File: config.mk
export PLATFORM = sky130hd
export DESIGN_NAME = gww_chain
export DESIGN_NICKNAME = d
export VERILOG_FILES = /design/src/hw/rtl/gww_pkg.sv /design/src/hw/rtl/gww_cell.sv /design/src/hw/rtl/gww_chain.sv
export SDC_FILE = /design/constraint.sdc
export NUM_CORES = 1
export LEC_CHECK = 0
export BUFFER_PORTS_ARGS = -buffer_cell sky130_fd_sc_hd__clkbuf_2
export CAP_MARGIN = 20
export CORE_AREA = 10 10 188 190
export DETAILED_ROUTE_END_ITERATION = 10
export DIE_AREA = 0 0 198 200
export GPL_TIMING_DRIVEN = 0
export PLACE_DENSITY_LB_ADDON = 0.1
export SLEW_MARGIN = 40
export SYNTH_ARGS = -nofsm -noshare
export SYNTH_HDL_FRONTEND = slang
export SYNTH_SLANG_ARGS = --single-unit
File: constraint.sdc
create_clock -name clk -period 1.9 [get_ports clk]
set_input_delay 0.095 -clock clk [delete_from_list [all_inputs] [get_ports clk]]
set_output_delay 0.095 -clock clk [all_outputs]
set_load 0.05 [all_outputs]
File: src/hw/rtl/gww_pkg.sv
// Shared types, constants and helpers for the greedy word wrapper.
package gww_pkg;

    localparam int MAX_WIDTH_DEF = 56;
    localparam int CFG_W         = 6;

    localparam logic [CFG_W-1:0] LINE_WIDTH_RESET = 6'd56;

    localparam logic [7:0] CHAR_NL  = 8'h0A;
    localparam logic [7:0] CHAR_SP  = 8'h20;
    localparam logic [7:0] CHAR_TAB = 8'h09;
    localparam logic [7:0] CHAR_CR  = 8'h0D;
    localparam logic [7:0] CHAR_VT  = 8'h0B;
    localparam logic [7:0] CHAR_FF  = 8'h0C;

    typedef struct packed {
        logic [7:0] text_byte;
        logic       end_of_text;
    } in_item_t;

    typedef struct packed {
        logic [7:0] out_byte;
        logic       run_last;
    } out_item_t;

    typedef enum logic [1:0] {
        ST_IDLE,
        ST_PREFIX,
        ST_WORD,
        ST_SUFFIX
    } state_t;

    typedef enum logic [1:0] {
        PFX_NONE,
        PFX_SPACE,
        PFX_NEWLINE
    } pfx_t;

    function automatic logic is_separator(input logic [7:0] b);
        return (b == CHAR_SP) || (b == CHAR_TAB) || (b == CHAR_CR) ||
               (b == CHAR_VT) || (b == CHAR_FF);
    endfunction

endpackage

File: src/hw/rtl/gww_cell.sv
// One byte cell of the word store chain: loads a new character or takes its neighbor's byte.
module gww_cell (
    input  logic       clk,
    input  logic       load,
    input  logic       shift,
    input  logic [7:0] load_data,
    input  logic [7:0] shift_data,
    output logic [7:0] data
);
    logic [7:0] data_reg;
    logic [7:0] data_next;

    always_comb
    begin
        data_next = data_reg;
        if (load)
        begin
            data_next = load_data;
        end
        else if (shift)
        begin
            data_next = shift_data;
        end
    end

    always_ff @(posedge clk)
    begin
        data_reg <= data_next;
    end

    assign data = data_reg;
endmodule

File: src/hw/rtl/gww_chain.sv
// Row of byte cells holding the pending word; it drains toward cell 0 one byte per shift.
module gww_chain #(
    parameter int DEPTH = gww_pkg::MAX_WIDTH_DEF,
    parameter int IDX_W = (DEPTH > 1) ? $clog2(DEPTH) : 1
) (
    input  logic             clk,
    input  logic             wr_en,
    input  logic [IDX_W-1:0] wr_idx,
    input  logic [7:0]       wr_data,
    input  logic             shift,
    output logic [7:0]       head
);
    logic [7:0] cell_data [DEPTH];

    for (genvar i = 0; i < DEPTH; i++)
    begin : g_cell
        logic [7:0] neighbor;

        if (i == DEPTH - 1)
        begin : g_tail
            assign neighbor = 8'h00;
        end
        else
        begin : g_mid
            assign neighbor = cell_data[i+1];
        end

        gww_cell u_cell (
            .clk        (clk),
            .load       (wr_en && (wr_idx == IDX_W'(i))),
            .shift      (shift),
            .load_data  (wr_data),
            .shift_data (neighbor),
            .data       (cell_data[i])
        );
    end

    assign head = cell_data[0];
endmodule

### Yosys cells after proc, flatten, opt, wreduce, memory -nomap -nowiden

Cells that the tools add are included.

* eq/ne operators: 55
* multiplexer cells: 112
* reduce and logical (&&, ||, !) cells: 113

Operators with widths (number)
* $mux W8: 112
* $eq A6 B6 Y1 const B: 24
* $reduce_bool A2 Y1: 56
* $eq A6 B5 Y1 const B: 16
* $logic_and A1 B1 Y1: 56
* $eq A6 B4 Y1 const B: 8
* $eq A6 B3 Y1 const B: 4
* $eq A6 B2 Y1 const B: 2
* $eq A6 B1 Y1 const B: 1
* $logic_not A6 Y1: 1

* register bits after elaboration: 448
* bits of input ports: 17
* output and inout bits: 8

### Logic depth before layout (Yosys ltp)

* depth after elaboration: 3
* depth in mapped cells: 5
* mapped depth without buffers: 3

### Modules after synthesis

Synthesis repeated with hierarchy kept, for this count alone.

* cell total of the unflattened synthesis: 1093
* area total of the unflattened synthesis: 21600.7 µm²

Modules (own cells, without submodules)
* gww_cell: times used 56, cells each 18, area an instance 377.9 µm², sequential area each 240.2 µm²
* gww_chain: times used 1, cells each 85, area an instance 440.4 µm², sequential area each 0.0 µm²

### Worst setup path before layout

No wires, ideal clock.

* kind: input to register
* start point: input port wr_en
* end point: register g_cell[13].u_cell.data_reg[0] (data pin)
* setup time: 0.260 ns
* data arrival time: 1.476 ns
* data required time: 1.640 ns
* path slack: 0.164 ns
* stages: 5
* path through: buf_2 -> or3b_2 -> buf_2 -> nor2_2 -> mux2_2

* word-level cells in the longest chain between the ends: 2

Ends and longest elaborated chain
* start: declaration: RTL line gww_chain.sv:7 `input logic wr_en,`
* $logic_and A1 B1 Y1: RTL line gww_chain.sv:30 `.load (wr_en && (wr_idx == IDX_W'(i))),`
* $mux W8: RTL line gww_cell.sv:16 `if (load)`
* net g_cell[13].u_cell.data_next[0]: RTL line gww_cell.sv:11 `logic [7:0] data_next;`
* end signal: assignment: RTL line gww_cell.sv:28 `data_reg <= data_next;`
* end: declaration: RTL line gww_cell.sv:10 `logic [7:0] data_reg;`

The timed path passes the listed nets, and every way through them passes these cells.
A chain may end at the register's enable or synchronous reset.

### Worst setup path after layout

* start point: input port wr_idx[2]
* end point: register g_cell[3].u_cell.data_reg[6], enable pin

* word-level cells in the longest chain between the ends: 3

Ends and longest elaborated chain
* start: declaration: RTL line gww_chain.sv:8 `input logic [IDX_W-1:0] wr_idx,`
* $eq A6 B2 Y1: RTL line gww_chain.sv:30
* $logic_and A1 B1 Y1: RTL line gww_chain.sv:30
* $reduce_bool A2 Y1 (no source line)
* end signal: assignment: RTL line gww_cell.sv:28
* end: declaration: RTL line gww_cell.sv:10

No other way between the ends.

==> run summary <==
Status: finished, final reports clean
Fmax: 563.1 MHz
CTS sink count: 448
Final hold violation count: 0
Avg Vias per Cell: 6.224
FF/Latch Area: 13,450 µm²
Slew HR: 0.4028
Clock skew: 15.71 ps
Initial antenna violation count: 1
Share of the synthesized area in the top cell type: 0.6867
RSZ-0062 raised after global routing: no
Share of layout cells above drive strength 1: 0.4694
Final min period: 1776 ps
Fin nets: 1,176
Slowest CP cell: clkbuf_1
Synthesized instance count: 1,099
Yosys warns: 0
Setup crit start kind: input port
First-pass GRT wire length: 65.32 mm
Pre-CTS setup slack: -799.8 ps
WP data arrival: 1970 ps
Final WL: 44.39 mm
Die width: 198 µm
Sequential area share after synthesis: 0.6867
Period utilization: 0.9346
Post-layout util: 0.6873
Hpwl dp: 29.11 mm
Required @ worst endpoint: 2090 ps
Final instance area: 21,580 µm²
H-Tree Depth: 2
Syn_nets: 1,116
Io pins: 25
Initial DRC count: 936
Slowest stage delay, CP: 500 ps
DRC: 0
Synth Area per Inst: 17.83 µm²
Leading cell type in the layout, fill and taps excluded: edfxtp_1
DR WL/cell: 27.81 µm
CTS root buf: clkbuf_16
Area of the mapped netlist: 19,590 µm²
Core area: 31,390 µm²
I/O Buffers: 14
Area occupied by multi-input gates: 5916 µm²
PwrDens: 994.4 nW/µm²
Worst VDD drop: 0.0007059 V
Chip height: 200 µm
Inst Count DP: 1,515
Synth-to-layout area growth: 10.14%
Starting Density: 0.6240
Placement Rows: 65
Synthesis-stage register bit count: 448
DR vias: 9,933
Largest area contributor in the netlist: edfxtp_1
Worst slew pin tran: 895.8 ps
Clock slew at the register clock pins of the worst setup and hold paths: 60 ps
Post-DP Area: 20,190 µm²
Fill cell count: 2,060
P_leak: 0.007368 µW
Total GRT Usage: 0.2268
Clk buf depth: 3
Non-Filler Instances: 1,596
Vias in the first global route: 10,023
Overflow after GRT: 0
DIE AREA: 39,600 µm²
CP Capture Type: flop
Slew Viols, Final: 0
Critical-path maximum fanout: 9
Final Setup Violations: 0
Final Wtd Congestion: 0.8943
Setup CP Type: input port to flop
CTS Buf Count: 44
Routed Antenna Nets: 0
CTS tree: done
Most frequent cells in the layout: edfxtp_1 (448), mux2_2 (429), clkbuf_1 (61)
Max-cap violations: 0
Synth top area cells: edfxtp_1 (69%), mux2_2 (25%), nand2b_1 (1.3%), clkbuf_1 (0.98%), nand2_1 (0.69%)
Critical path buffers and inverters: 2
Largest net degree at the start of global routing: 15
Largest register FFs: 448
Clk Latency, worst-skew pair: 550 ps
Final Worst Setup Slack: 124.2 ps
Count of cell types in the netlist: 28
CP top delay family: simple AND/OR/NAND/NOR gates
Worst hold path class: input port to flop
Crit-path cells: clkbuf_2, nor4bb_1, clkbuf_1, nand2_1, nand2b_1
Pre-antenna DRT Iters: 5
-- timing repair --
item,in CTS,in global routing
setup endpoints to repair,50,10
hold buffers,0,0
gates resized for setup,1,2
cloned,0,0
buffers inserted,0,0
-- metrics by stage --
step	setup TNS [ps]	total power (µW)	hold WS (ps)
2_1_floorplan	0	12720	501.3
3_3_place_gp	-213050	13190	513.3
3_5_place_dp	-177540	13230	518.1
4_1_cts	0	21520	243.2
5_1_grt	0	22040	303.9
6_report	0	21460	281.0
-- where the power goes --
group	switching [µW]	internal, µW	leakage (µW)
sequential	174	11600	0.00439
clock	3630	4770	0.000665
combinational	800	502	0.00232
total	4610	16800	0.00737
-- synthesized netlist by cell type, drive strengths merged --
master	n
nor4	1
nor4bb	3
mux2	440
nor3b	1
and3	1
edfxtp	448
or2	16
nor2	16
nand3b	2
buf	16
clkbuf	51
or3b	1
nor4b	4
nand4	1
nand2b	40
and2	8
nand4b	4
nand3	1
and4bb	3
nand2	40
and3b	2
-- layer usage --
layer / vias up / part of all wire / routed length, µm / track usage
met5: - / 0 / 0 / 0
met4: 0 / 0.029 / 1269 / 0.06891
li1: 4380 / - / - / -
met2: 362 / 0.49 / 21610 / 0.3757
met3: 80 / 0.059 / 2635 / 0.03684
met1: 5111 / 0.43 / 18870 / 0.3042
-- cell type report --
| class | count | area share |
|---|---|---|
| Antenna cell | 1 | 0.0001160 |
| Buffer | 67 | 0.01224 |
| Clock buffer | 57 | 0.05428 |
| Clock inverter | 23 | 0.009162 |
| Multi-Input combinational cell | 584 | 0.2742 |
| Sequential cell | 448 | 0.6235 |
| Tap cell | 402 | 0.02331 |
| Timing Repair Buffer | 14 | 0.003247 |
-- logic make-up (layout without fill, tap and decap cells) --
logic type / Yosys count / count (layout) / synth area share
other cells: 0 / 1 / 0
buf+inv: 67 / 161 / 0.01335
simple gates: 144 / 144 / 0.04701
mux: 440 / 440 / 0.2529
flops: 448 / 448 / 0.6867
-- worst paths after layout --
check / endpoint / slack, ps / start / cells after the start
worst min-delay path: g_cell[55].u_cell.data[7] / 280 / wr_en / 4
worst max register to register: g_cell[6].u_cell.data[5] / 930 / g_cell[7].u_cell.data[5] / 1
worst max-delay path: g_cell[3].u_cell.data[6] / 120 / wr_idx[2] / 5
worst min register to register: g_cell[28].u_cell.data[6] / 530 / g_cell[29].u_cell.data[6] / 1
No activity file was read; power rests on OpenSTA's default activity.
